[src/hw/rtl/etf_pkg.sv]
package etf_pkg;

  localparam int FRAC_BITS = 28;
  localparam int IMG_SIZE  = 1024;
  localparam int WORD_W    = 32;
  localparam int PROD_W    = 2 * WORD_W;
  localparam int COORD_W   = 10;
  localparam int IMG_CMP_W = 13;
  localparam int SQ_W      = PROD_W - 1 - FRAC_BITS;
  localparam int COUNT_W   = 16;
  localparam int COLOR_W   = 24;
  localparam int STEP_W    = 31;
  localparam int CFG_IDX_W = 3;

  localparam logic [IMG_CMP_W-1:0] IMG_SIZE_V = IMG_CMP_W'(IMG_SIZE);
  localparam logic [PROD_W-1:0]    FOUR       = PROD_W'(4) << FRAC_BITS;
  localparam logic [8:0]           COLOR_MOD  = 9'd255;

  localparam logic [STEP_W-1:0]         RST_STEP   = STEP_W'(1048576);
  localparam logic signed [WORD_W-1:0]  RST_OFFSET = -WORD_W'(536870912);
  localparam logic [COUNT_W-1:0]        RST_LIMIT  = COUNT_W'(50);
  localparam logic [COLOR_W-1:0]        RST_COLOR  = COLOR_W'(1);

  typedef enum logic [CFG_IDX_W-1:0] {
    REG_MODE,
    REG_STEP,
    REG_OFFSET_RE,
    REG_OFFSET_IM,
    REG_JULIA_RE,
    REG_JULIA_IM,
    REG_LIMIT,
    REG_COLOR
  } reg_idx_t;

  typedef enum logic [3:0] {
    S_IDLE,
    S_MOD,
    S_MAP_R,
    S_MAP_I,
    S_MAP_END,
    S_SQR_R,
    S_SQR_I,
    S_TEST,
    S_UPD,
    S_COLOR,
    S_OUT
  } state_t;

  typedef struct packed {
    logic                       mode;
    logic [STEP_W-1:0]          step;
    logic signed [WORD_W-1:0]   offset_re;
    logic signed [WORD_W-1:0]   offset_im;
    logic signed [WORD_W-1:0]   julia_re;
    logic signed [WORD_W-1:0]   julia_im;
    logic [COUNT_W-1:0]         limit;
    logic [COLOR_W-1:0]         base_color;
  } cfg_t;

  typedef struct packed {
    logic [COORD_W-1:0] x;
    logic [COORD_W-1:0] y;
    logic [COLOR_W-1:0] color;
    logic [COUNT_W-1:0] count;
    logic               escaped;
  } result_t;

endpackage

[src/hw/rtl/etf_mul.sv]
module etf_mul (
  input  logic                                 clk,
  input  logic signed [etf_pkg::WORD_W-1:0]    a,
  input  logic signed [etf_pkg::WORD_W-1:0]    b,
  output logic signed [etf_pkg::PROD_W-1:0]    p
);

  always_ff @(posedge clk) begin
    p <= a * b;
  end

endmodule

[src/hw/rtl/etf_core.sv]
module etf_core (
  input  logic                              clk,
  input  logic                              rst,
  input  etf_pkg::cfg_t                     cfg,
  input  logic                              start,
  input  logic [etf_pkg::COORD_W-1:0]       px,
  input  logic [etf_pkg::COORD_W-1:0]       py,
  output logic                              idle,
  output logic                              res_valid,
  input  logic                              res_ready,
  output etf_pkg::result_t                  res
);

  localparam int W  = etf_pkg::WORD_W;
  localparam int PW = etf_pkg::PROD_W;
  localparam int SW = etf_pkg::SQ_W;
  localparam int CW = etf_pkg::COORD_W;
  localparam int NW = etf_pkg::COUNT_W;

  function automatic logic signed [W-1:0] sat32(input logic signed [PW-1:0] v);
    logic signed [PW-1:0] hi;
    logic signed [PW-1:0] lo;
    hi = PW'({1'b0, {(W-1){1'b1}}});
    lo = -hi - PW'(1);
    if (v > hi) begin
      return hi[W-1:0];
    end else if (v < lo) begin
      return lo[W-1:0];
    end
    return v[W-1:0];
  endfunction

  function automatic logic [7:0] mod255(input logic [NW-1:0] c);
    logic [8:0] s1;
    logic [8:0] s2;
    s1 = 9'(c[15:8]) + 9'(c[7:0]);
    s2 = (s1 >= etf_pkg::COLOR_MOD) ? s1 - etf_pkg::COLOR_MOD : s1;
    return (s2 == etf_pkg::COLOR_MOD) ? 8'd0 : s2[7:0];
  endfunction

  etf_pkg::state_t state, state_next;

  logic [CW-1:0]        x_raw, y_raw, px_m, py_m;
  logic signed [W-1:0]  pre_re, zr, zi, cr, ci;
  logic [SW-1:0]        rr, ii;
  logic [NW-1:0]        count;
  logic                 test_en, esc;

  logic signed [W-1:0]  mul_a, mul_b;
  logic signed [PW-1:0] prod, shr_sq, shr_ri, sum_map, sum_r, sum_i;
  logic signed [W-1:0]  map_off;
  logic [SW-1:0]        sq_now;
  logic [PW-1:0]        mag;
  logic                 esc_hit, cont, px_big, py_big;
  logic [NW-1:0]        cnt_inc;

  etf_mul u_mul (
    .clk (clk),
    .a   (mul_a),
    .b   (mul_b),
    .p   (prod)
  );

  assign shr_sq  = prod >>> etf_pkg::FRAC_BITS;
  assign sq_now  = shr_sq[SW-1:0];
  assign shr_ri  = prod >>> (etf_pkg::FRAC_BITS - 1);
  assign map_off = (state == etf_pkg::S_MAP_I) ? cfg.offset_re : cfg.offset_im;
  assign sum_map = prod + PW'(map_off);
  assign sum_r   = PW'(rr) - PW'(ii) + PW'(cr);
  assign sum_i   = shr_ri + PW'(ci);
  assign mag     = PW'(rr) + PW'(sq_now);
  assign esc_hit = test_en && (mag >= etf_pkg::FOUR);
  assign cnt_inc = count + NW'(test_en);
  assign cont    = cnt_inc < cfg.limit;
  assign px_big  = etf_pkg::IMG_CMP_W'(px_m) >= etf_pkg::IMG_SIZE_V;
  assign py_big  = etf_pkg::IMG_CMP_W'(py_m) >= etf_pkg::IMG_SIZE_V;

  assign idle      = (state == etf_pkg::S_IDLE);
  assign res_valid = (state == etf_pkg::S_OUT);
  assign res.x       = x_raw;
  assign res.y       = y_raw;
  assign res.count   = count;
  assign res.escaped = esc;
  assign res.color   = (count == cfg.limit) ? '0 : prod[etf_pkg::COLOR_W-1:0];

  always_ff @(posedge clk) begin
    if (rst) begin
      state <= etf_pkg::S_IDLE;
    end else begin
      state <= state_next;
    end
  end

  always_comb begin
    state_next = state;
    mul_a      = zr;
    mul_b      = zr;
    unique case (state)
      etf_pkg::S_IDLE: begin
        if (start) begin
          state_next = etf_pkg::S_MOD;
        end
      end
      etf_pkg::S_MOD: begin
        if (!px_big && !py_big) begin
          state_next = etf_pkg::S_MAP_R;
        end
      end
      etf_pkg::S_MAP_R: begin
        mul_a      = W'(px_m);
        mul_b      = W'(cfg.step);
        state_next = etf_pkg::S_MAP_I;
      end
      etf_pkg::S_MAP_I: begin
        mul_a      = W'(py_m);
        mul_b      = W'(cfg.step);
        state_next = etf_pkg::S_MAP_END;
      end
      etf_pkg::S_MAP_END: begin
        state_next = etf_pkg::S_SQR_R;
      end
      etf_pkg::S_SQR_R: begin
        state_next = etf_pkg::S_SQR_I;
      end
      etf_pkg::S_SQR_I: begin
        mul_a      = zi;
        mul_b      = zi;
        state_next = etf_pkg::S_TEST;
      end
      etf_pkg::S_TEST: begin
        mul_a = zr;
        mul_b = zi;
        if (esc_hit || !cont) begin
          state_next = etf_pkg::S_COLOR;
        end else begin
          state_next = etf_pkg::S_UPD;
        end
      end
      etf_pkg::S_UPD: begin
        state_next = etf_pkg::S_SQR_R;
      end
      etf_pkg::S_COLOR: begin
        mul_a      = W'(cfg.base_color);
        mul_b      = W'(mod255(count));
        state_next = etf_pkg::S_OUT;
      end
      etf_pkg::S_OUT: begin
        mul_a = W'(cfg.base_color);
        mul_b = W'(mod255(count));
        if (res_ready) begin
          state_next = etf_pkg::S_IDLE;
        end
      end
      default: state_next = etf_pkg::S_IDLE;
    endcase
  end

  always_ff @(posedge clk) begin
    case (state)
      etf_pkg::S_IDLE: begin
        x_raw   <= px;
        y_raw   <= py;
        px_m    <= px;
        py_m    <= py;
        count   <= NW'(1);
        test_en <= 1'b0;
        esc     <= 1'b0;
      end
      etf_pkg::S_MOD: begin
        if (px_big) begin
          px_m <= px_m - etf_pkg::IMG_SIZE_V[CW-1:0];
        end
        if (py_big) begin
          py_m <= py_m - etf_pkg::IMG_SIZE_V[CW-1:0];
        end
      end
      etf_pkg::S_MAP_I: begin
        pre_re <= sat32(sum_map);
      end
      etf_pkg::S_MAP_END: begin
        if (cfg.mode) begin
          zr <= pre_re;
          zi <= sat32(sum_map);
          cr <= cfg.julia_re;
          ci <= cfg.julia_im;
        end else begin
          zr <= '0;
          zi <= '0;
          cr <= pre_re;
          ci <= sat32(sum_map);
        end
      end
      etf_pkg::S_TEST: begin
        ii <= sq_now;
        if (esc_hit) begin
          esc <= 1'b1;
        end else begin
          count <= cnt_inc;
        end
      end
      etf_pkg::S_SQR_I: begin
        rr <= sq_now;
      end
      etf_pkg::S_UPD: begin
        zr      <= sat32(sum_r);
        zi      <= sat32(sum_i);
        test_en <= 1'b1;
      end
      default: begin
      end
    endcase
  end

endmodule

[src/hw/rtl/escape_time_fractal_pixel_unit.sv]
// Each pixel runs iter_count - 1 updates of z = z*z + c, or iter_count updates when it
// escapes. Each update runs two squares and the cross term through the one shared 32x32
// multiplier, the escape compare, then the update of z, and s_tready stays low until the
// result moves to the output register. Synchronous reset loads the register defaults,
// returns the sequencer to idle and clears the output valid.
module escape_time_fractal_pixel_unit (
  input  logic                            clk,
  input  logic                            rst,
  input  logic                            s_tvalid,
  output logic                            s_tready,
  input  logic [23:0]                     s_tdata,   // pixel_x, pixel_y
  output logic                            m_tvalid,
  input  logic                            m_tready,
  output logic [63:0]                     m_tdata,   // out_x, out_y, pixel_color, iter_count
  output logic [0:0]                      m_tuser,   // escaped
  input  logic                            cfg_wr_en,
  input  logic [etf_pkg::CFG_IDX_W-1:0]   cfg_index,
  input  logic [etf_pkg::WORD_W-1:0]      cfg_data
);

  etf_pkg::cfg_t    cfg;
  etf_pkg::result_t res;
  logic             core_idle, res_valid, res_ready;

  always_ff @(posedge clk) begin
    if (rst) begin
      cfg.mode       <= 1'b0;
      cfg.step       <= etf_pkg::RST_STEP;
      cfg.offset_re  <= etf_pkg::RST_OFFSET;
      cfg.offset_im  <= etf_pkg::RST_OFFSET;
      cfg.julia_re   <= '0;
      cfg.julia_im   <= '0;
      cfg.limit      <= etf_pkg::RST_LIMIT;
      cfg.base_color <= etf_pkg::RST_COLOR;
    end else if (cfg_wr_en) begin
      unique case (etf_pkg::reg_idx_t'(cfg_index))
        etf_pkg::REG_MODE:      cfg.mode       <= cfg_data[0];
        etf_pkg::REG_STEP:      cfg.step       <= cfg_data[etf_pkg::STEP_W-1:0];
        etf_pkg::REG_OFFSET_RE: cfg.offset_re  <= cfg_data;
        etf_pkg::REG_OFFSET_IM: cfg.offset_im  <= cfg_data;
        etf_pkg::REG_JULIA_RE:  cfg.julia_re   <= cfg_data;
        etf_pkg::REG_JULIA_IM:  cfg.julia_im   <= cfg_data;
        etf_pkg::REG_LIMIT:     cfg.limit      <= cfg_data[etf_pkg::COUNT_W-1:0];
        etf_pkg::REG_COLOR:     cfg.base_color <= cfg_data[etf_pkg::COLOR_W-1:0];
      endcase
    end
  end

  assign s_tready  = core_idle;
  assign res_ready = !m_tvalid || m_tready;

  etf_core u_core (
    .clk       (clk),
    .rst       (rst),
    .cfg       (cfg),
    .start     (s_tvalid),
    .px        (s_tdata[9:0]),
    .py        (s_tdata[19:10]),
    .idle      (core_idle),
    .res_valid (res_valid),
    .res_ready (res_ready),
    .res       (res)
  );

  always_ff @(posedge clk) begin
    if (rst) begin
      m_tvalid <= 1'b0;
    end else if (res_ready) begin
      m_tvalid <= res_valid;
    end
  end

  always_ff @(posedge clk) begin
    if (res_valid && res_ready) begin
      m_tdata <= {4'b0, res.count, res.color, res.y, res.x};
      m_tuser <= res.escaped;
    end
  end

  a_busy_after_accept: assert property (@(posedge clk) disable iff (rst)
    s_tvalid && s_tready |=> !s_tready)
    else $error("input accepted while a pixel is in flight");

  a_result_lands: assert property (@(posedge clk) disable iff (rst)
    res_valid && res_ready |=> m_tvalid)
    else $error("result handoff lost");

  a_escape_below_limit: assert property (@(posedge clk) disable iff (rst)
    m_tvalid && m_tuser[0] |-> m_tdata[59:44] < cfg.limit)
    else $error("escaped pixel reports a count at the limit");

endmodule
[config.mk]
export PLATFORM = sky130hd
export DESIGN_NAME = escape_time_fractal_pixel_unit
export DESIGN_NICKNAME = d
export VERILOG_FILES = /design/src/hw/rtl/etf_pkg.sv /design/src/hw/rtl/etf_mul.sv /design/src/hw/rtl/etf_core.sv /design/src/hw/rtl/escape_time_fractal_pixel_unit.sv
export SDC_FILE = /design/constraint.sdc
export NUM_CORES = 2
export LEC_CHECK = 0
export BUFFER_PORTS_ARGS = -buffer_cell sky130_fd_sc_hd__buf_2
export CAP_MARGIN = 0
export CORE_MARGIN = 1
export CORE_UTILIZATION = 30
export DETAILED_ROUTE_END_ITERATION = 6
export PLACE_DENSITY = 0.43
export SYNTH_ARGS = -nofsm -noshare
export SYNTH_HDL_FRONTEND = slang
export SYNTH_HIERARCHICAL = 1
export SYNTH_SLANG_ARGS = --single-unit
[constraint.sdc]
create_clock -name clk -period 28.8 [get_ports clk]
set_clock_uncertainty 0.15 [all_clocks]
set_input_delay 1.44 -clock clk [delete_from_list [all_inputs] [get_ports clk]]
set_output_delay 1.44 -clock clk [all_outputs]
set_load 0.005 [all_outputs]
==> metrics <==
GR met3 Demand/Resource=0.0224; Post-synth ARST share=0; row cnt=about 180; Mapped Area=71000 um^2; port bufs=122; Total Routing Usage GR=0.192; Setup crit end kind=flip-flop; # H-tree levels=3; YS warnings=6; Wirelength per Cell=about 22 um; starting DRC count in detailed routing=roughly 3400; DIE WIDTH=a little under 500 um; Cells after Synth=between 7000 and 8000; CP max FO=22; hold_buf cts=0; relative slew slack=0.233; met2 GRT Util=0.329; Clk Latency, worst-skew pair=0.68 ns; Post-DRT Antenna Nets=0; drt drc=2; most frequent cells in the layout=inv_1 (1127), fa_1 (1088), nand2_1 (720), and2_1 (554), ha_1 (420); largest net degree at the start of global routing=about 120; final worst slack=roughly 15 ns; Achievable Freq=about 72 MHz; CP max stage delay=1.04 ns; main combinational cell family by area after synthesis=adder cells; dominant synthesized flop cell=edfxtp_1; post_cts resized=0; final hold vios=0; DRT Pass-1 Iters=7; mux cell area share after synthesis=0.0386; clk sink count=between 500 and 600; failing checks=DRC; Initial Utilization=0.302; CP bufs+invs=5; Post-Place Worst Slack=about 15 ns; CTS Buf Count=70; post-synthesis register bit count=between 500 and 600; Worst Max-Slew Pin Slew=around 1.1 ns; final wirelength=approximately 230000 um; simple-gate portion of the synthesized area=0.151; sequential standard cell area=15300 um^2; final std cells w/o fill=10394; MaxCap Viol Count=0; Final Net Count=approximately 8800; Die Footprint=between 200000 and 250000 um^2; post-synthesis sequential area ratio=0.215; final critical-path share of the clock period=0.480; Top Family by Delay on Critical Path=adder cells; Via density=4.91; global route total overflow=0; CP arrival=between 10 and 15 ns; GRT busiest layer=met2; type of origin of the critical path=flip-flop; R2R Setup Slk=around 15 ns; placed instance count=roughly 10000; Final HPWL DP=around 180000 um; synthesis-to-finish area growth=8.89%; GPL Wtd Cong=a little over 0.9; IO Count=roughly 130; Hold WC Path Type=reg2reg; FILL cells=24379; setup TNS=0 ns; die height=between 400 and 500 um; Clock Path Buffers=3; Clock transition at path regs=roughly 0.060 ns; Post-Synth Adder-Cell Area=0.381; minimum clock period=13.83 ns; layout cells sized above 1=0.0669; RSZ-0062 raised after global routing=false; Synth Area in XOR/XNOR=0.0330; crit path max-delay cell type=fa_1; Worst path most repeated cell=fa_1; count of cell types in the netlist=roughly 110; multi-input combinational cell area=50100 um^2; root buf cell=clkbuf_16; compound-cell area share of the yosys netlist=0.0985; Mapped Avg Cell Area=~10 um^2; vias=51048; core area=around 240000 um^2; CTS tree=yes; CP required=29.19 ns; vias in the first global route=53433; first-pass GRT wire length=around 340000 um; EDFF count, synth=329; most common cell after layout, fill and taps aside=inv_1; final setup fails=0; Setup CP Type=reg2reg; status=complete, but fails checks; GR Util met1=0.260; Pins Over Slew Limit=0; initial antenna violation count=19; post-CTS setup buffers=0
## Yosys cell counts (21+ instances only)
library cell | n | share of area
xnor2_1 | 161 | 0.020
o21bai_1 | 30 | 0.0032
buf_4 | 22 | 0.0023
a21o_1 | 139 | 0.015
o21a_1 | 45 | 0.0048
nor4_1 | 21 | 0.0019
nand2b_1 | 261 | 0.023
nor3_1 | 49 | 0.0035
fa_1 | 1088 | 0.31
a22oi_1 | 23 | 0.0024
o311ai_1 | 32 | 0.0039
ha_1 | 420 | 0.074
nor2_1 | 232 | 0.012
inv_1 | 1137 | 0.060
nor2b_1 | 32 | 0.0028
and3_1 | 29 | 0.0026
a222oi_1 | 45 | 0.0063
mux2_2 | 65 | 0.010
o211ai_1 | 21 | 0.0022
edfxtp_1 | 329 | 0.14
nand2_1 | 721 | 0.038
clkbuf_1 | 298 | 0.016
a21oi_1 | 239 | 0.017
nand3_1 | 69 | 0.0049
mux2i_1 | 201 | 0.028
o21ai_0 | 193 | 0.014
a221o_1 | 36 | 0.0051
xor2_1 | 105 | 0.013
a31oi_1 | 41 | 0.0036
a211oi_1 | 23 | 0.0024
and2_1 | 557 | 0.049
dfxtp_1 | 269 | 0.076
buf_2 | 23 | 0.0016
nand4_1 | 49 | 0.0043
## flip-flops by register name, summed over array words and instances, names as in the netlist
signal / cells
u_core/pre_re: 32
u_core/rr: 35
cfg: 200
m_tvalid: 1
u_core/test_en: 1
u_core/state: 4
u_core/ii: 35
u_core/zi: 32
u_core/u_mul/p: 64
m_tdata: 60
u_core/ci: 32
u_core/py_m: 10
u_core/esc: 1
u_core/cr: 32
u_core/zr: 32
u_core/px_m: 10
m_tuser: 1
u_core/count: 16
## worst register-to-register path, delay by kind of cell, from the launching register on
kind | cells | cell delay [ns]
fa+ha+maj | 11 | 5.82
compound gates | 17 | 4.53
simple gates | 7 | 1.20
buf+inv | 5 | 0.94
flops | 1 | 0.55
xor+xnor | 2 | 0.47
## per-layer routing
metal | up-vias | part of all wire
met4 | 12 | 0.021
li1 | 23305 | -
met1 | 26438 | 0.45
met3 | 231 | 0.040
met2 | 1062 | 0.49
met5 | - | 0.00038
## per-stage QoR
| stage | hold WS [ns] | cell area (um^2) | utilization |
|---|---|---|---|
| finish | 0.289 | 77300 | 0.329 |
| global route | 0.296 | 77300 | 0.329 |
| CTS | 0.289 | 77300 | 0.329 |
| detailed placement | 0.274 | 74900 | 0.319 |
| global placement | 0.252 | 74900 | 0.319 |
| floorplan | 0.277 | 71000 | - |
## worst paths after layout
kind	from	to	cells past startpoint
worst max-delay path	u_core/count[9]$_SDFFCE_PN0P_	u_core/u_mul/p[63]$_DFF_P_	42
worst min-delay path	u_core/esc$_DFFE_PP_	m_tuser$_DFFE_PP_	0
worst min register to register	u_core/esc$_DFFE_PP_	m_tuser$_DFFE_PP_	0
worst max register to register	u_core/count[9]$_SDFFCE_PN0P_	u_core/u_mul/p[63]$_DFF_P_	42
## area by class of cell
type / instances / area share
inverters: 1137 / 0.0552
flip-flops and latches: 598 / 0.197
clock buffers: 99 / 0.0260
diodes: 8 / 0.000259
clock inverters: 31 / 0.00477
multi-input cells: 5153 / 0.648
repair buffers: 218 / 0.0173
well taps: 3150 / 0.0510
## cells by family after synthesis
group           count (synthesis)
simple gates                 2089
fa+ha+maj                    1508
mux                           266
flops                         598
buf+inv                      1502
xor+xnor                      267
other cells                     1
compound gates               1019
Power is left out: the tool's default activity adds up to more than one toggle a clock period on the data nets, which glitch-free logic cannot reach.
